$ cat src/sv/bif_pkg.sv
// Shared types, constants and a helper function for the bilateral image filter.
// Depends on nothing; every other file in this folder imports it.
package bif_pkg;

    // frame store geometry
    localparam int MAX_WIDTH  = 64;
    localparam int MAX_HEIGHT = 64;
    localparam int MAX_RADIUS = 7;
    localparam int X_W        = $clog2(MAX_WIDTH);
    localparam int Y_W        = $clog2(MAX_HEIGHT);
    localparam int POS_W      = X_W + Y_W;
    localparam int NPIX_W     = POS_W + 1;
    localparam int STORE_DEPTH = MAX_WIDTH * MAX_HEIGHT;

    // register and field widths
    localparam int DIM_W     = 7;
    localparam int R_W       = 3;
    localparam int COEF_W    = 24;
    localparam int CFG_W     = 24;
    localparam int CFG_IDX_W = 3;
    localparam int SAMPLE_W  = 16;

    // arithmetic widths
    localparam int COORD_W  = DIM_W + 1;
    localparam int DXW      = R_W + 1;
    localparam int D2_W     = 2 * R_W + 1;
    localparam int SQ_W     = 2 * SAMPLE_W;
    localparam int SP_W     = COEF_W + D2_W;
    localparam int E_W      = SQ_W + 1;
    localparam int W_W      = SAMPLE_W + 1;
    localparam int PROD_W   = W_W + SAMPLE_W;
    localparam int TAPS_MAX = (2 * MAX_RADIUS + 1) * (2 * MAX_RADIUS + 1);
    localparam int DEN_W    = $clog2(TAPS_MAX + 1) + W_W;
    localparam int NUM_W    = DEN_W + SAMPLE_W;

    // command codes
    localparam logic CMD_LOAD    = 1'b0;
    localparam logic CMD_COMPUTE = 1'b1;

    // register indexes
    typedef enum logic [CFG_IDX_W-1:0] {
        CFG_FRAME_WIDTH   = 3'd0,
        CFG_FRAME_HEIGHT  = 3'd1,
        CFG_WINDOW_RADIUS = 3'd2,
        CFG_SPATIAL_COEFF = 3'd3,
        CFG_RANGE_COEFF   = 3'd4,
        CFG_USE_GUIDE     = 3'd5,
        CFG_BORDER_MODE   = 3'd6
    } cfg_idx_t;

    typedef struct packed {
        logic                command;
        logic [SAMPLE_W-1:0] sample;
        logic [SAMPLE_W-1:0] guide_sample;
    } bif_in_t;

    typedef struct packed {
        logic [SAMPLE_W-1:0] filtered;
        logic                last;
    } bif_out_t;

    // configuration as the datapath sees it, sizes already clamped
    typedef struct packed {
        logic [DIM_W-1:0]  frame_width;
        logic [DIM_W-1:0]  frame_height;
        logic [R_W-1:0]    window_radius;
        logic [COEF_W-1:0] spatial_coeff;
        logic [COEF_W-1:0] range_coeff;
        logic              use_guide;
        logic              border_mode;
        logic [NPIX_W-1:0] npix;
    } bif_cfg_t;

    // controller to datapath
    typedef struct packed {
        logic load;
        logic open_item;
        logic setup_step;
        logic centre_rd;
        logic tap_issue;
        logic div_start;
    } bif_cmd_t;

    // datapath to controller
    typedef struct packed {
        logic setup_last;
        logic tap_last;
        logic pipe_busy;
        logic div_done;
    } bif_stat_t;

    // 2^-e with e in Q.16: linear fraction then shift
    function automatic logic [W_W-1:0] tap_weight(input logic [E_W-1:0] e);
        logic [E_W-17:0] n;
        logic [14:0]     fh;
        logic [W_W-1:0]  base;
        n    = e[E_W-1:16];
        fh   = e[15:1];
        base = W_W'(65536) - {2'b00, fh};
        if (n >= (E_W-16)'(W_W))
            return '0;
        else
            return base >> n[4:0];
    endfunction

endpackage

$ cat src/sv/bif_ctrl.sv
// Controller state machine sequencing loads and filter computations.
// Depends on bif_pkg; drives the datapath through command and status structs.
module bif_ctrl
    import bif_pkg::*;
(
    input  logic      clk,
    input  logic      rst_n,
    input  logic      start,
    input  logic      command,
    input  bif_stat_t stat,
    output bif_cmd_t  cmd,
    output logic      busy,
    output logic      done
);

    typedef enum logic [6:0] {
        S_IDLE   = 7'b0000001,
        S_SETUP  = 7'b0000010,
        S_CENTRE = 7'b0000100,
        S_TAPS   = 7'b0001000,
        S_DRAIN  = 7'b0010000,
        S_DIV    = 7'b0100000,
        S_OUT    = 7'b1000000
    } state_t;

    state_t state_reg, state_next;

    // next state and commands
    always_comb
    begin
        state_next = state_reg;
        cmd        = '0;
        unique case (state_reg)
            S_IDLE:
            begin
                if (start && command == CMD_COMPUTE)
                begin
                    cmd.open_item = 1'b1;
                    state_next    = S_SETUP;
                end
                else if (start)
                    cmd.load = 1'b1;
            end
            S_SETUP:
            begin
                cmd.setup_step = 1'b1;
                if (stat.setup_last)
                    state_next = S_CENTRE;
            end
            S_CENTRE:
            begin
                cmd.centre_rd = 1'b1;
                state_next    = S_TAPS;
            end
            S_TAPS:
            begin
                cmd.tap_issue = 1'b1;
                if (stat.tap_last)
                    state_next = S_DRAIN;
            end
            S_DRAIN:
            begin
                if (!stat.pipe_busy)
                begin
                    cmd.div_start = 1'b1;
                    state_next    = S_DIV;
                end
            end
            S_DIV:
            begin
                if (stat.div_done)
                    state_next = S_OUT;
            end
            S_OUT:
                state_next = S_IDLE;
            default:
                state_next = S_IDLE;
        endcase
    end

    always_ff @(posedge clk or negedge rst_n)
    begin
        if (!rst_n)
            state_reg <= S_IDLE;
        else
            state_reg <= state_next;
    end

    assign busy = (state_reg != S_IDLE);
    assign done = (state_reg == S_OUT);

`ifndef SYNTHESIS
    // a compute transaction makes the block busy on the next cycle
    assert property (@(posedge clk) disable iff (!rst_n)
        (start && !busy && command == CMD_COMPUTE) |=> busy)
        else $error("compute transaction not taken");
    // a load transaction never raises busy
    assert property (@(posedge clk) disable iff (!rst_n)
        (start && !busy && command == CMD_LOAD) |=> !busy)
        else $error("load transaction raised busy");
    // every result strobe closes the item
    assert property (@(posedge clk) disable iff (!rst_n)
        done |=> !busy && !done)
        else $error("result strobe longer than one cycle");
    // divider only started with the window fully accumulated
    assert property (@(posedge clk) disable iff (!rst_n)
        cmd.div_start |-> !stat.pipe_busy && !cmd.tap_issue)
        else $error("divider started with taps in flight");
`endif

endmodule

$ cat config.mk
export PLATFORM = sky130hd
export DESIGN_NAME = bif_ctrl
export DESIGN_NICKNAME = d
export VERILOG_FILES = /design/src/sv/bif_pkg.sv /design/src/sv/bif_ctrl.sv
export SDC_FILE = /design/constraint.sdc
export NUM_CORES = 1
export LEC_CHECK = 0
export ABC_AREA = 1
export BUFFER_PORTS_ARGS = -buffer_cell sky130_fd_sc_hd__clkbuf_2
export CAP_MARGIN = 40
export CORE_AREA = 8 8 45 47
export CTS_CLUSTER_SIZE = 8
export DETAILED_ROUTE_END_ITERATION = 12
export DIE_AREA = 0 0 53 55
export SLEW_MARGIN = 20
export SYNTH_ARGS = -nofsm -noshare
export SYNTH_HDL_FRONTEND = slang
export SYNTH_SLANG_ARGS = --single-unit
$ cat constraint.sdc
create_clock -name clk -period 3.4 [get_ports clk]
set_input_delay 0.34 -clock clk [delete_from_list [all_inputs] [get_ports clk]]
set_output_delay 0.34 -clock clk [all_outputs]
set_load 0.005 [all_outputs]
==> run summary <==
Clock tree sinks: 7
Vias per inst: 4.545
Routed WL: 1057 µm
Tot GR Track Use: 8.452%
Antenna diodes: 0
CP Cell Sequence: nand2_1, nor3_2, nand2_1, nor2_1, clkbuf_2
Clock Latency Late Sink: 0.25 ns
Cell Area, Synth: 489.2 µm²
PwrDens: 578.3 nW/µm²
Die H: 55 µm
Worst path bufs/invs: 1
Final setup margin: 1.608 ns
Vias in the first global route: 454
Max_cap viols: 0
Std cell rows: 14
Final period util: 52.71%
Max Buffers Root-to-Sink: 2
Critical path's slowest cell: dfstp_2
DR iter-0 viols: 4
Cell Area, Placed: 584.3 µm²
Antenna Nets Post-Route: 0
Post-DP HPWL: 925.7 µm
Final number of hold-violating endpoints: 0
Clock-pin slew on the worst setup and hold paths: 0.05 ns
Flops & latches, synth: 7
Wire length per cell: 9.609 µm
Final setup fails: 0
Full die area: 2915 µm²
Via count: 500
Critical path peak fanout: 4
Static Leakage: 0.3567 nW
Status: complete, no violations
Post-route minimum period: 1.792 ns
Pins over their slew limit: 0
First-pass GRT wire length: 1807 µm
Max Clk Rate: 0.5580 GHz
Syn avg cell area: 6.611 µm²
Clock Skew: 0.004235 ns
Largest stage delay, worst path: 0.54 ns
Max VDD drop: 279.6 µV
H-tree level count: 1
Max reg flops: 7
Root Driver: clkbuf_4
Nets: 103
Total power: 0.3589 mW
Startpoint Class: flop
Fin area: 620.6 µm²
Io pins: 16
Die W: 53 µm
Sequential area share after synthesis: 36.06%
Initial antenna violation count: 0
Layout cell share with drive strength beyond 1: 34.04%
TritonCTS clock tree: done
Non-filler cells, final: 110
CP delay by family, top: flip-flops
Yosys cell types: 17
I/O Buffers: 15
Num CTS Buffers: 3
Largest net degree at the start of global routing: 8
Gr ovfl total: 0
Placed cells: 105
Worst-margin pin slew: 0.3009 ns
Synthesized net count: 82
Crit path DAT: 1.45 ns
Critical path's most frequent cell: nand2_1
Worst slew margin: 79.83%
Setup TNS: 0 ns
Worst Path Class, Setup: flop to output port
RSZ-0062 raised after global routing: no
Post-CTS Setup Inserts: 0
Worst Path Required: 3.06 ns
Critical Path End Type: output port
Syn Inst Count: 74
Initial Utilization: 35.35%
Core Util, Final: 44.85%
First-pass DRT Iterations: 3
Area growth from synthesis to layout: 26.85%
Core Area: 1384 µm²
Yosys warns: 0
Pre-CTS setup slack: 1.860 ns
Drc violations: 0
Total of fill cells in the finished design: 149
Hold/Removal Path Class: primary input to flop
Final GP Congestion: 0.7885
WHS: 0.3190 ns
==> metal layers <==
metal  up-vias  global-route usage (%)  wire (µm)
met5         -                       0          0
met4         0                   6.466         25
met3         5                   3.209         30
met2        10                   13.28        507
met1       217                   9.077        494
li1        268                       -          -
==> cell families after synthesis <==
kind of cell	Yosys count	synth area share, %
AO/OA/AOI/OAI	2	2.046
buffers and inverters	15	11.51
AND/OR/NAND/NOR	50	50.38
flip-flops	7	36.06
==> Yosys cell counts <==
| cell | n | share of area [%] |
|---|---|---|
| nor3_1 | 3 | 3.1 |
| nand2_2 | 3 | 3.8 |
| dfstp_2 | 1 | 5.4 |
| nor3_2 | 1 | 2.0 |
| nand2_1 | 15 | 12 |
| dfrtp_1 | 6 | 31 |
| nand3b_1 | 2 | 3.1 |
| nor2_4 | 1 | 2.3 |
| nor4_1 | 1 | 1.3 |
| o21ai_0 | 2 | 2.0 |
| nor2_2 | 2 | 2.6 |
| inv_1 | 10 | 7.7 |
| inv_2 | 5 | 3.8 |
| nand3_1 | 7 | 7.2 |
| nor2_1 | 13 | 10 |
| nand2_4 | 1 | 2.3 |
| nand4_1 | 1 | 1.3 |
==> power breakdown <==
part | total (mW) | internal, mW | switching [mW] | leakage (nW)
Sequential | 0.117 | 0.104 | 0.0127 | 0.0927
Clock | 0.0758 | 0.0448 | 0.0310 | 0.0150
Combinational | 0.166 | 0.0649 | 0.101 | 0.249
==> repair_timing <==
action                                 4_1_cts  5_1_grt
hold buffers                                 1        0
setup endpoints to repair                    0        0
resized for setup                            0        0
endpoints found under the hold margin        6        0
==> path summary, 6_finish.rpt <==
check,to,slack [ns],start,cells after the start
worst max-delay path,cmd[5],1.61,state_reg[0]$_DFFE_PN1P_,5
worst min-delay path,state_reg[5]$_DFFE_PN0P_,0.32,stat[1],2
worst max register to register,state_reg[6]$_DFFE_PN0P_,2.15,state_reg[0]$_DFFE_PN1P_,5
worst min register to register,state_reg[3]$_DFFE_PN0P_,0.62,state_reg[2]$_DFFE_PN0P_,2
max in group asynchronous,state_reg[0]$_DFFE_PN1P_,2.72,rst_n,2
min in group asynchronous,state_reg[3]$_DFFE_PN0P_,0.45,rst_n,2
==> layout by cell type, fill, tap and decap left out, drive strengths merged <==
cell / count
clkbuf: 19
dfrtp: 6
dfstp: 1
dlygate4sd3: 1
inv: 15
nand2: 19
nand3: 7
nand3b: 2
nand4: 1
nor2: 16
nor3: 4
nor4: 1
o21ai: 2
==> layout make-up <==
cell class	instances	area, µm²	area share (%)
Clock buffer	4	26.28	4.234
Inverter	15	56.30	9.073
Timing Repair Buffer	16	85.08	13.71
Tap cell	16	20.02	3.226
Sequential cell	7	176.4	28.43
Multi-Input combinational cell	52	256.5	41.33
Note: power is estimated with default switching activity, not from simulation.
