**src/sv/bif_pkg.sv**
```systemverilog
// Shared types, constants and a helper function for the bilateral image filter.
// Depends on nothing; every other file in this folder imports it.
package bif_pkg;

    // frame store geometry
    localparam int MAX_WIDTH  = 64;
    localparam int MAX_HEIGHT = 64;
    localparam int MAX_RADIUS = 7;
    localparam int X_W        = $clog2(MAX_WIDTH);
    localparam int Y_W        = $clog2(MAX_HEIGHT);
    localparam int POS_W      = X_W + Y_W;
    localparam int NPIX_W     = POS_W + 1;
    localparam int STORE_DEPTH = MAX_WIDTH * MAX_HEIGHT;

    // register and field widths
    localparam int DIM_W     = 7;
    localparam int R_W       = 3;
    localparam int COEF_W    = 24;
    localparam int CFG_W     = 24;
    localparam int CFG_IDX_W = 3;
    localparam int SAMPLE_W  = 16;

    // arithmetic widths
    localparam int COORD_W  = DIM_W + 1;
    localparam int DXW      = R_W + 1;
    localparam int D2_W     = 2 * R_W + 1;
    localparam int SQ_W     = 2 * SAMPLE_W;
    localparam int SP_W     = COEF_W + D2_W;
    localparam int E_W      = SQ_W + 1;
    localparam int W_W      = SAMPLE_W + 1;
    localparam int PROD_W   = W_W + SAMPLE_W;
    localparam int TAPS_MAX = (2 * MAX_RADIUS + 1) * (2 * MAX_RADIUS + 1);
    localparam int DEN_W    = $clog2(TAPS_MAX + 1) + W_W;
    localparam int NUM_W    = DEN_W + SAMPLE_W;

    // command codes
    localparam logic CMD_LOAD    = 1'b0;
    localparam logic CMD_COMPUTE = 1'b1;

    // register indexes
    typedef enum logic [CFG_IDX_W-1:0] {
        CFG_FRAME_WIDTH   = 3'd0,
        CFG_FRAME_HEIGHT  = 3'd1,
        CFG_WINDOW_RADIUS = 3'd2,
        CFG_SPATIAL_COEFF = 3'd3,
        CFG_RANGE_COEFF   = 3'd4,
        CFG_USE_GUIDE     = 3'd5,
        CFG_BORDER_MODE   = 3'd6
    } cfg_idx_t;

    typedef struct packed {
        logic                command;
        logic [SAMPLE_W-1:0] sample;
        logic [SAMPLE_W-1:0] guide_sample;
    } bif_in_t;

    typedef struct packed {
        logic [SAMPLE_W-1:0] filtered;
        logic                last;
    } bif_out_t;

    // configuration as the datapath sees it, sizes already clamped
    typedef struct packed {
        logic [DIM_W-1:0]  frame_width;
        logic [DIM_W-1:0]  frame_height;
        logic [R_W-1:0]    window_radius;
        logic [COEF_W-1:0] spatial_coeff;
        logic [COEF_W-1:0] range_coeff;
        logic              use_guide;
        logic              border_mode;
        logic [NPIX_W-1:0] npix;
    } bif_cfg_t;

    // controller to datapath
    typedef struct packed {
        logic load;
        logic open_item;
        logic setup_step;
        logic centre_rd;
        logic tap_issue;
        logic div_start;
    } bif_cmd_t;

    // datapath to controller
    typedef struct packed {
        logic setup_last;
        logic tap_last;
        logic pipe_busy;
        logic div_done;
    } bif_stat_t;

    // 2^-e with e in Q.16: linear fraction then shift
    function automatic logic [W_W-1:0] tap_weight(input logic [E_W-1:0] e);
        logic [E_W-17:0] n;
        logic [14:0]     fh;
        logic [W_W-1:0]  base;
        n    = e[E_W-1:16];
        fh   = e[15:1];
        base = W_W'(65536) - {2'b00, fh};
        if (n >= (E_W-16)'(W_W))
            return '0;
        else
            return base >> n[4:0];
    endfunction

endpackage

```
**src/sv/bif_cfg.sv**
```systemverilog
// Configuration register file for the bilateral image filter.
// Depends on bif_pkg; clamps frame size and radius for the datapath.
module bif_cfg
    import bif_pkg::*;
(
    input  logic                 clk,
    input  logic                 rst_n,
    input  logic                 cfg_write,
    input  logic [CFG_IDX_W-1:0] cfg_index,
    input  logic [CFG_W-1:0]     cfg_data,
    output bif_cfg_t             cfg
);

    logic [DIM_W-1:0]  width_reg;
    logic [DIM_W-1:0]  height_reg;
    logic [R_W-1:0]    radius_reg;
    logic [COEF_W-1:0] spatial_reg;
    logic [COEF_W-1:0] range_reg;
    logic              guide_reg;
    logic              border_reg;
    logic [DIM_W-1:0]  w_clamp;
    logic [DIM_W-1:0]  h_clamp;
    logic [2*DIM_W-1:0] npix_full;

    // register writes
    always_ff @(posedge clk or negedge rst_n)
    begin
        if (!rst_n)
        begin
            width_reg   <= DIM_W'(64);
            height_reg  <= DIM_W'(64);
            radius_reg  <= R_W'(3);
            spatial_reg <= COEF_W'(5243);
            range_reg   <= COEF_W'(461568);
            guide_reg   <= 1'b0;
            border_reg  <= 1'b0;
        end
        else if (cfg_write)
        begin
            unique case (cfg_index)
                CFG_FRAME_WIDTH:   width_reg   <= cfg_data[DIM_W-1:0];
                CFG_FRAME_HEIGHT:  height_reg  <= cfg_data[DIM_W-1:0];
                CFG_WINDOW_RADIUS: radius_reg  <= cfg_data[R_W-1:0];
                CFG_SPATIAL_COEFF: spatial_reg <= cfg_data[COEF_W-1:0];
                CFG_RANGE_COEFF:   range_reg   <= cfg_data[COEF_W-1:0];
                CFG_USE_GUIDE:     guide_reg   <= cfg_data[0];
                CFG_BORDER_MODE:   border_reg  <= cfg_data[0];
                default:           ;
            endcase
        end
    end

    // clamp sizes into the store
    always_comb
    begin
        if (width_reg == '0)
            w_clamp = DIM_W'(1);
        else if (width_reg > DIM_W'(MAX_WIDTH))
            w_clamp = DIM_W'(MAX_WIDTH);
        else
            w_clamp = width_reg;
        if (height_reg == '0)
            h_clamp = DIM_W'(1);
        else if (height_reg > DIM_W'(MAX_HEIGHT))
            h_clamp = DIM_W'(MAX_HEIGHT);
        else
            h_clamp = height_reg;
        npix_full = w_clamp * h_clamp;
    end

    always_comb
    begin
        cfg.frame_width   = w_clamp;
        cfg.frame_height  = h_clamp;
        cfg.window_radius = (radius_reg > R_W'(MAX_RADIUS)) ? R_W'(MAX_RADIUS) : radius_reg;
        cfg.spatial_coeff = spatial_reg;
        cfg.range_coeff   = range_reg;
        cfg.use_guide     = guide_reg;
        cfg.border_mode   = border_reg;
        cfg.npix          = npix_full[NPIX_W-1:0];
    end

endmodule

```
**config.mk**
```make
export PLATFORM = sky130hd
export DESIGN_NAME = bif_cfg
export DESIGN_NICKNAME = d
export VERILOG_FILES = /design/src/sv/bif_pkg.sv /design/src/sv/bif_cfg.sv
export SDC_FILE = /design/constraint.sdc
export NUM_CORES = 1
export LEC_CHECK = 0
export BUFFER_PORTS_ARGS = -buffer_cell sky130_fd_sc_hd__buf_2
export CAP_MARGIN = 0
export CORE_UTILIZATION = 40
export DETAILED_ROUTE_END_ITERATION = 16
export HOLD_SLACK_MARGIN = 0.15
export PLACE_DENSITY = 0.7
export SLEW_MARGIN = 30
export SYNTH_ARGS = -nofsm -noshare
export SYNTH_HDL_FRONTEND = slang
export SYNTH_SLANG_ARGS = --single-unit
```
**constraint.sdc**
```tcl
create_clock -name clk -period 6.6 [get_ports clk]
set_input_delay 1.98 -clock clk [delete_from_list [all_inputs] [get_ports clk]]
set_output_delay 1.98 -clock clk [all_outputs]
set_load 0.05 [all_outputs]
```
==> flow_summary.yaml, run 1 <==
critical_path:
  crit_arrival_ns: 5.11
  path_buf_inv: 6
  path_cells: "or4_4, nor2_4, o21bai_4, inv_4, nand2_2, fa_1, fa_1, inv_1, fa_1, inv_1, fa_1, inv_2, ha_4, and3_4, a2111oi_4, buf_4, o21ai_2, a21oi_4, xnor2_4, buf_6"
  critPathTopFamily: "adder cells"
  cpPeakStageDelay_ns: 0.55
  start_kind: "flip-flop"
  critPathMaxFanout: 3
  critPathRequiredTime_ns: 4.62
  worst_setup_path_end_kind: "primary output"
  critPathSlowestCell: "or4_4"
  crit_type: "flip-flop to primary output"
  crit_top_cell: "fa_1"
pwr:
  worst_ir_drop_vdd_mv: 0.373
  power_density_nw_per_um2: 415
  leakage_nw: 2.82
global_route:
  grt_pass1_wl_um: 15600
  grt.total_usage_pct: 18.2
  grt_max_degree: 68
  grt_pass1_vias: 3276
  antenna_found_initial: 0
  globalRouteOverflowTotal: 0
detailed_routing:
  wl_per_cell_um: 14.5
  drt_iter0_markers: 53
  detail-route-antenna-nets: 0
  drc_errors: 0
  wl_um: 9300
  dr.pass1.iters: 4
  vias: 3092
  viasPerCell: 4.83
sta:
  period_needed_ns: 7.09
  hold_viol: 0
  maxSlewHeadroom_pct: 46.1
  max_slew.worst_pin.slew_ns: 0.809
  fmax_mhz: 141
  skew_ns: 0
  maxSlewViolCount: 0
  setup_ws_ns: -0.485
  fin_tns_setup_ns: -2.04
  fin_crit_sh_pct: 107
  setup_violations: 6
  rsz0062_at_grt: "yes"
layout:
  multi_input_area_um2: 2530
  drive_gt1_share_pct: 55.2
  stdcell_count: 640
  regArea_um2: 1700
  nNetsFinal: 582
  antennaDiodeCount: 0
  final_core_util_pct: 54.4
  area_growth_pct: 33.0
  design_area_um2: 5590
  fill_cells: 894
placement:
  dpl_worst_slack_ns: -0.260
  placed_area_um2: 5250
  gp_congestion: 0.863
  hpwl_um: 7350
  placedCellCount: 620
  port_buffers: 109
clock_tree:
  cts_tree: "done"
  clock_sinks: 67
  clkTransAtPathRegs_ns: 0.07
  root_buffer: "clkbuf_8"
  clk_path_buf_depth: 2
  cts-hold-fix-buffers: 0
  cts-buffers-inserted: 9
  clock_latency_ns: 0.34
  htree_levels: 3
floorplan:
  die_w_um: 105
  initial_core_util_pct: 40.9
  die-area_um2: 10900
  die_h_um: 105
  ios: 110
  core_area_um2: 10300
  core.rowCount: 37
yosys:
  synth_seq_cells: 67
  yosys.area.top_type_share_pct: 29.2
  syn_inst: 356
  yosys-top-cells-area: "dfrtp_1 29%, mux2_2 17%, dfstp_2 11%"
  yosysSeqAreaShare_pct: 40.4
  synthFlopType: "dfrtp_1"
  synth.avg_cell_area_um2: 11.8
  post-synth-top-count-cell: "mux2_2"
  yosysWarnings: 0
  synth.distinct_cells: 36
  ys_top_cells_by_count: "63 x mux2_2, 49 x dfrtp_1, 34 x inv_1"
  syn_nets: 439
  async_flop_share_pct: 100
  synth_area_leader_cell: "dfrtp_1"
  syn_area_um2: 4200
  synth_edf_count: 0
job:
  max_cap_viol_count: 0
run_status:
  outcome: "complete, but fails checks"
  violations: "negative setup slack"
hold_path:
  hp-class: "flip-flop to flip-flop"
[path summary, 6_finish.rpt]
path                                           start                         end  slack [ns]  cells past startpoint
max reg2reg                 width_reg[3]$_DFFE_PN0P_    width_reg[3]$_DFFE_PN0P_        5.70                      2
min in group asynchronous                      rst_n  spatial_reg[9]$_DFFE_PN0P_        1.81                      2
min reg2reg                range_reg[12]$_DFFE_PN0P_   range_reg[12]$_DFFE_PN0P_        0.49                      1
max                         width_reg[2]$_DFFE_PN0P_                     cfg[11]       -0.49                     20
min                        range_reg[12]$_DFFE_PN0P_   range_reg[12]$_DFFE_PN0P_        0.49                      1
max in group asynchronous                      rst_n   height_reg[0]$_DFFE_PN0P_        4.25                      2
[final cells by class]
cell class / instances / area share [%]
inverter: 36 / 2.53
clock buffer: 11 / 2.35
sequential: 67 / 30.4
timing repair buffer: 147 / 15.8
tap: 136 / 3.04
clock inverter: 5 / 0.537
multi-input combinational: 238 / 45.3
[kinds of logic after synthesis]
family,after synthesis,synth area share [%]
AO/OA/AOI/OAI,17,3.07
multiplexers,67,17.9
buffers and inverters,51,5.03
adder cells (fa/ha/maj),53,19.9
XOR/XNOR,13,2.71
AND/OR/NAND/NOR,88,11.0
flip-flops,67,40.4
[stage by stage]
stage / total power [mW] / hold slack, ns
3_3_place_gp: 1.91 / 0.466
4_1_cts: 2.28 / 0.494
6_report: 2.32 / 0.488
5_1_grt: 2.46 / 0.516
2_1_floorplan: 1.59 / 0.479
3_5_place_dp: 1.93 / 0.480
[power by group]
part	switching (mW)	internal (mW)
Combinational	0.948	0.524
Clock	0.146	0.134
Sequential	0.0518	0.519
Total	1.15	1.18
[metal layers]
layer	up-vias	wire length (um)	share of wire (%)	track usage (%)
li1	1457	-	-	-
met1	1552	4030	43	22.6
met2	78	4760	51	31.1
met3	5	460	4.9	5.58
met4	0	52	0.56	3.57
met5	-	0	0	0
[layout by cell type, fill, tap and decap left out, drive strengths merged]
cell type	Yosys	routed
nor4	1	1
and2	9	9
nand2b	11	11
nand2	20	20
mux2	67	67
fa	23	23
and3	2	2
dfstp	18	18
buf	8	147
o21a	2	2
a21o	2	2
dfrtp	49	49
clkinvlp	0	3
nor3	4	4
nand3	3	3
a2111oi	1	1
or4	2	2
xnor2	11	11
nand4b	3	3
nor2	30	30
clkinv	0	3
ha	30	30
nor2b	1	1
inv	36	35
xor2	2	2
clkbuf	7	11
a211oi	1	1
o21bai	3	3
o21ai	1	1
nor3b	2	2
a21oi	6	6
a31oi	1	1
[what timing repair did]
action / CTS / global route
pin swaps: 13 / 17
setup buffers: 2 / 4
setup endpoints to repair: 6 / 7
resized for setup: 21 / 13
(Power assumes the default switching activity.)
==> run 2: changes to the inputs <==
--- a/config.mk
+++ b/config.mk
@@ -5,12 +5,13 @@
 export SDC_FILE = /design/constraint.sdc
 export NUM_CORES = 1
 export LEC_CHECK = 0
+export ABC_AREA = 1
 export BUFFER_PORTS_ARGS = -buffer_cell sky130_fd_sc_hd__buf_2
 export CAP_MARGIN = 0
 export CORE_UTILIZATION = 40
 export DETAILED_ROUTE_END_ITERATION = 16
 export HOLD_SLACK_MARGIN = 0.15
-export PLACE_DENSITY = 0.7
+export PLACE_DENSITY = 0.69
 export SLEW_MARGIN = 30
 export SYNTH_ARGS = -nofsm -noshare
 export SYNTH_HDL_FRONTEND = slang
==> run 2 against run 1 <==
Against the previous run: area after synthesis up 4.0%; total power down 12%; clock power up 51%; largest power group unchanged; critical endpoint unchanged; final area down 1.8%; sequential power down 3.9%; routed wire length up 7.8%; clock-buffer cell count down 2; the flow now finishes without violations; largest cell class unchanged; combinational power down 27%; synthesized cell count up 47%; non-clock buffer count down 24; maximum frequency up 9.9%.
==> flow_summary.yaml, run 2 <==
layout:
  antennaDiodeCount: 0
  regArea_um2: 1700
  mostFrequentLayoutCell: "nand2_1"
  area_growth_pct: 25.7
  drive_gt1_share_pct: 34.3
  multi_input_area_um2: 2370
  mostFrequentLayoutCells: "131 x nand2_1, 103 x buf_2, 76 x inv_1"
  nNetsFinal: 720
  design_area_um2: 5490
  fill_cells: 994
critical_path:
  critPathSlowestCell: "fa_1"
  worst_setup_path_end_kind: "primary output"
  critical_path_depth: 22
  critPathTopFamily: "adder cells"
  path_cells: "nor2_1, nand4_1, buf_4, a21oi_4, nand2_2, fa_1, fa_1, inv_2, fa_1, inv_2, fa_1, inv_2, ha_4, nand2_2, inv_2, nand2_1, nand2_2, nand2_1, nand3_1, nand2_1, nand2_1, buf_6"
  r2r_start: "height_reg[6]$_DFFE_PN1P_"
  rrSetupSlack_ns: 5.66
  r2r_end: "height_reg[6]$_DFFE_PN1P_"
  r2r_cells: 3
  critPathRequiredTime_ns: 4.62
  critPathMaxFanout: 4
  path_buf_inv: 6
  crit_type: "flip-flop to primary output"
  start_kind: "flip-flop"
  crit_arrival_ns: 4.47
  cpPeakStageDelay_ns: 0.53
global_route:
  antenna_found_initial: 0
  grt_max_degree: 68
  globalRouteOverflowTotal: 0
  grt_pass1_vias: 3834
  grt_pass1_wl_um: 17300
  grt.total_usage_pct: 19.0
job:
  max_cap_viol_count: 0
floorplan:
  initial_core_util_pct: 41.8
  ios: 110
  die-area_um2: 11300
  core_area_um2: 10500
  die_h_um: 107
  core.rowCount: 37
  die_w_um: 107
yosys:
  synth.distinct_cells: 26
  yosysSeqAreaShare_pct: 38.9
  synth.avg_cell_area_um2: 8.34
  post-synth-top-count-cell: "nand2_1"
  ys_top_cells_by_count: "138 x nand2_1, 86 x inv_1, 52 x nor2_1"
  yosysWarnings: 0
  synth_area_leader_cell: "dfrtp_1"
  synth_seq_cells: 67
  synth_edf_count: 0
  syn_inst: 524
  syn_nets: 607
  synthFlopType: "dfrtp_1"
  yosys.area.top_type_share_pct: 28.1
  async_flop_share_pct: 100
  yosys-top-cells-area: "dfrtp_1 28%, nand2_1 12%, dfstp_2 11%"
  syn_area_um2: 4370
detailed_routing:
  detail-route-antenna-nets: 0
  drc_errors: 0
  viasPerCell: 4.83
  wl_met2_um: 4730
  wl_um: 10000
  dr.pass1.iters: 4
  wl_per_cell_um: 12.9
  dr_wl_met3_um: 599
  top_layer: "met4"
  met1Wirelength_um: 4490
  vias: 3759
  drt_iter0_markers: 174
placement:
  placed_area_um2: 5030
  gp_congestion: 0.874
  hpwl_um: 7570
  port_buffers: 109
clock_tree:
  root_buffer: "clkbuf_8"
  htree_levels: 3
  cts_tree: "done"
  cts-buffers-inserted: 9
  clk_path_buf_depth: 2
  cts-hold-fix-buffers: 0
  clock_sinks: 67
  clkTransAtPathRegs_ns: 0.08
  clock_latency_ns: 0.34
pwr:
  power_density_nw_per_um2: 374
  clkPwrFrac_pct: 20.5
  switching_share_pct: 48.0
  p_int_mw: 1.07
  leakage_nw: 3.06
  p_comb_share_pct: 52.7
  power.switching_uw: 985
  p_seq_share_pct: 26.8
  worst_ir_drop_vdd_mv: 0.217
sta:
  setup_violations: 0
  period_needed_ns: 6.45
  fin_crit_sh_pct: 97.7
  maxSlewViolCount: 0
  fmax_mhz: 155
  hold_viol: 0
  rsz0062_at_grt: "yes"
  holdWs_ns: 0.477
  skew_ns: 0
  max_slew.worst_pin.slew_ns: 0.864
  fin_tns_setup_ns: 0
  maxSlewHeadroom_pct: 42.2
hold_path:
  hp-class: "flip-flop to flip-flop"
  hold_end: "range_reg[9]$_DFFE_PN1P_"
  whs_path_depth: 2
  hold_path_startpoint: "range_reg[9]$_DFFE_PN1P_"
run_status:
  outcome: "complete, no violations"
-- run 2: routing by layer --
layer / vias to the layer above / track usage (%)
met3: 23 / 4.78
met5: - / 0
met4: 0 / 6.65
met1: 1779 / 24.2
li1: 1841 / -
met2: 116 / 31.2
-- run 2: tightest hold or removal path, delay by kind of cell (launching register included) --
| kind | cells | cell delay (ns) |
|---|---|---|
| compound gates | 1 | 0.05 |
| flops | 1 | 0.37 |
| simple gates | 1 | 0.05 |
-- run 2: worst max path at each step --
stage / startpoint / endpoint / slack [ns]
2_1_floorplan: width_reg[0]$_DFFE_PN0P_ / cfg[12] / -0.03
3_3_place_gp: width_reg[0]$_DFFE_PN0P_ / cfg[7] / 0.20
3_5_place_dp: width_reg[0]$_DFFE_PN0P_ / cfg[7] / 0.11
4_1_cts: width_reg[3]$_DFFE_PN0P_ / cfg[11] / 0.005
5_1_grt: width_reg[4]$_DFFE_PN0P_ / cfg[12] / -0.10
6_report: width_reg[4]$_DFFE_PN0P_ / cfg[11] / 0.15
-- run 2: area by class of cell --
type	instances	share of cell area (%)
Sequential cell	67	30.9
Multi-Input combinational cell	349	43.1
Inverter	87	6.01
Timing Repair Buffer	123	12.4
Clock inverter	7	2.21
Tap cell	136	3.10
Clock buffer	9	2.26
-- run 2: timing repair --
item / 4_1_cts / 5_1_grt
pin swaps: 5 / 16
setup buffers: 4 / 1
endpoints found under the setup margin: 6 / 7
resized for setup: 15 / 37
-- run 2: power by group through the flow --
stage          clock, mW  combinational [mW]  sequential (mW)
3_5_place_dp           0               0.985            0.555
3_3_place_gp           0               0.973            0.551
2_1_floorplan          0               0.573            0.747
5_1_grt            0.444                1.17            0.560
6_report           0.422                1.08            0.549
4_1_cts            0.427                1.03            0.550
-- run 2: logic make-up (layout without fill, tap and decap cells) --
logic type | after synthesis | count (layout) | synth area share, %
DFF | 67 | 67 | 38.9
adders and majority gates | 53 | 53 | 19.1
AOI/OAI and AO/OA | 78 | 78 | 10.5
buffers and inverters | 108 | 226 | 11.0
and+or+nand+nor | 212 | 212 | 19.3
xor gates and xnor gates | 6 | 6 | 1.20
-- run 2: per-stage QoR --
stage	utilization, %	std cells	total power, mW	setup slack, ns
after global placement	48.1	757	1.52	0.196
after global routing	52.5	778	2.17	-0.103
final	52.5	778	2.05	0.154
after detailed placement	48.1	757	1.54	0.107
after floorplan	-	524	1.32	-0.0309
after CTS	51.2	777	2.00	0.00466
==> run 3: changes to the inputs <==
--- a/config.mk
+++ b/config.mk
@@ -8,10 +8,13 @@
 export ABC_AREA = 1
 export BUFFER_PORTS_ARGS = -buffer_cell sky130_fd_sc_hd__buf_2
 export CAP_MARGIN = 0
+export CORE_MARGIN = 2
 export CORE_UTILIZATION = 40
 export DETAILED_ROUTE_END_ITERATION = 16
 export HOLD_SLACK_MARGIN = 0.15
+export MAX_ROUTING_LAYER = met4
 export PLACE_DENSITY = 0.69
+export SETUP_SLACK_MARGIN = 0.05
 export SLEW_MARGIN = 30
 export SYNTH_ARGS = -nofsm -noshare
 export SYNTH_HDL_FRONTEND = slang
==> run 3 against run 2 <==
Against the previous run: global-route usage fell by 0.059 points; largest cell class unchanged; maximum frequency fell by 0.77%; clock power fell by 17%; worst hold slack got worse by 0.0020 ns; clock skew did not move; total power fell by 1.5%; clock-buffer cell count rose by 2; critical path depth fell by 4; combinational power rose by 4%; final area rose by 1.4%; worst setup slack got worse by 0.050 ns.
==> flow_summary.yaml, run 3 (synthesis gave the netlist of run 2 again) <==
run_status:
  outcome: "complete, no violations"
global_route:
  grt.total_usage_pct: 18.9
  antenna_found_initial: 0
  grt_pass1_wl_um: 17200
  globalRouteOverflowTotal: 0
  grt_max_degree: 68
  grt_pass1_vias: 3821
sta:
  fmax_mhz: 154
  max_slew.worst_pin.slew_ns: 0.881
  hold_viol: 0
  maxSlewHeadroom_pct: 41.1
  period_needed_ns: 6.50
  maxSlewViolCount: 0
  setup_violations: 0
  fin_crit_sh_pct: 98.4
  fin_tns_setup_ns: 0
  skew_ns: 0
  rsz0062_at_grt: "yes"
detailed_routing:
  viasPerCell: 4.82
  wl_per_cell_um: 13.2
  dr.pass1.iters: 4
  vias: 3800
  wl_um: 10400
  drt_iter0_markers: 173
  drc_errors: 0
  detail-route-antenna-nets: 0
critical_path:
  cpPeakStageDelay_ns: 0.51
  crit_arrival_ns: 4.52
  worst_setup_path_end_kind: "primary output"
  crit_top_cell: "fa_1"
  r2r_start: "width_reg[6]$_DFFE_PN1P_"
  rrSetupSlack_ns: 5.65
  r2r_cells: 3
  path_buf_inv: 5
  path_cells: "nor2_1, nand4_1, buf_4, a21oi_4, nand2_2, fa_1, fa_1, inv_2, fa_1, inv_1, fa_1, inv_2, ha_4, a21oi_2, nand2_2, a21oi_2, xnor2_2, buf_6"
  critPathSlowestCell: "fa_1"
  crit_type: "flip-flop to primary output"
  critPathRequiredTime_ns: 4.62
  critical_path_depth: 18
  r2r_end: "width_reg[6]$_DFFE_PN1P_"
  crit_end: "cfg[7]"
  startpoint: "width_reg[4]$_DFFE_PN0P_"
  critPathTopFamily: "adder cells"
  critPathMaxFanout: 4
  start_kind: "flip-flop"
clock_tree:
  clock_sinks: 67
  clkTransAtPathRegs_ns: 0.07
  clk_path_buf_depth: 2
  htree_levels: 3
  cts-buffers-inserted: 9
  root_buffer: "clkbuf_8"
  cts_tree: "done"
  clock_latency_ns: 0.35
layout:
  drive_gt1_share_pct: 35.8
  mostFrequentLayoutCells: "127 x nand2_1, 103 x buf_2, 75 x inv_1"
  antennaDiodeCount: 0
  nNetsFinal: 726
  mostFrequentLayoutCell: "nand2_1"
  area_growth_pct: 27.5
floorplan:
  initial_core_util_pct: 40.7
  core.rowCount: 38
  die_h_um: 109
  die-area_um2: 11800
  die_w_um: 109
  ios: 110
  core_area_um2: 10700
placement:
  gp_congestion: 0.926
  port_buffers: 109
  hpwl_um: 7660
pwr:
  power.switching_mw: 1.00
  p_int_mw: 1.02
  leakage_nw: 3.09
  p_seq_share_pct: 27.2
  power_density_nw_per_um2: 363
  switching_share_pct: 49.5
  p_comb_share_pct: 55.4
  clkPwrFrac_pct: 17.4
  power_mw: 2.02
  worst_ir_drop_vdd_mv: 0.228
job:
  max_cap_viol_count: 0
hold_path:
  hp-class: "flip-flop to flip-flop"
-- run 3: changes by cell type in the layout (fill, tap and decap cells not counted), moves of 2 or more --
cell	previous run	this run
clkinv_4	0	2
bufinv_16	3	1
nand2_4	1	4
nand2_1	131	127
inv_6	3	1
nand3_2	1	3
nor2_2	9	6
buf_6	4	6
nand3_1	12	10
nor2_4	3	5
buf_4	16	20
-- run 3: worst min-delay path: stages, from the launching register on --
cell and delay (ns):
dfstp_2 0.37, nand2_1 0.05, o21ai_1 0.05
-- run 3: what timing repair did --
action	4_1_cts	5_1_grt
pin swaps	9	21
resized for setup	33	33
hold buffers	0	0
setup endpoints to repair	6	6
setup buffers	8	4
-- run 3: how the worst min path moves through the flow --
stage / start / endpoint / slack (ns) / depth (start not counted)
after CTS: spatial_reg[5]$_DFFE_PN1P_ / spatial_reg[5]$_DFFE_PN1P_ / 0.48 / 2
after global routing: spatial_reg[1]$_DFFE_PN1P_ / spatial_reg[1]$_DFFE_PN1P_ / 0.49 / 2
after global placement: spatial_reg[13]$_DFFE_PN0P_ / spatial_reg[13]$_DFFE_PN0P_ / 0.46 / 2
after detailed placement: spatial_reg[1]$_DFFE_PN1P_ / spatial_reg[1]$_DFFE_PN1P_ / 0.47 / 2
final: spatial_reg[5]$_DFFE_PN1P_ / spatial_reg[5]$_DFFE_PN1P_ / 0.47 / 2
after floorplan: radius_reg[2]$_DFFE_PN0P_ / radius_reg[2]$_DFFE_PN0P_ / 0.45 / 2
-- run 3: layout make-up --
| type | count | area [um^2] |
|---|---|---|
| fill | 1007 | 5170 |
| multi-input combinational | 349 | 2430 |
| sequential | 67 | 1700 |
| timing repair buffer | 129 | 733 |
| inverter | 87 | 330 |
| tap | 140 | 175 |
| clock buffer | 11 | 141 |
| clock inverter | 5 | 61.3 |
-- run 3: metrics by stage --
step | std cells | hold slack, ns | setup WS, ns | instance area [um^2] | utilization, %
2_1_floorplan | 524 | 0.451 | -0.0309 | 4400 | -
4_1_cts | 784 | 0.477 | 0.0402 | 5400 | 50.3
3_5_place_dp | 760 | 0.468 | 0.108 | 5030 | 46.8
5_1_grt | 788 | 0.493 | -0.112 | 5570 | 51.8
3_3_place_gp | 760 | 0.460 | 0.189 | 5030 | 46.8
6_report | 788 | 0.475 | 0.104 | 5570 | 51.8
-- run 3: metal layers --
metal | global-route usage, % | vias up | wire, um | part of all wire [%]
met4 | 6.14 | 0 | 254 | 2.4
li1 | - | 1857 | - | -
met5 | - | - | 0 | 0
met3 | 4.58 | 25 | 728 | 7.0
met1 | 23.7 | 1786 | 4440 | 43
met2 | 30.2 | 132 | 4960 | 48
-- run 3: power by group through the flow --
stage | clock network (mW) | registers [mW] | logic, mW
final | 0.351 | 0.551 | 1.12
after global routing | 0.372 | 0.560 | 1.21
after CTS | 0.359 | 0.549 | 1.05
after detailed placement | 0 | 0.556 | 0.983
after global placement | 0 | 0.552 | 0.974
after floorplan | 0 | 0.747 | 0.573
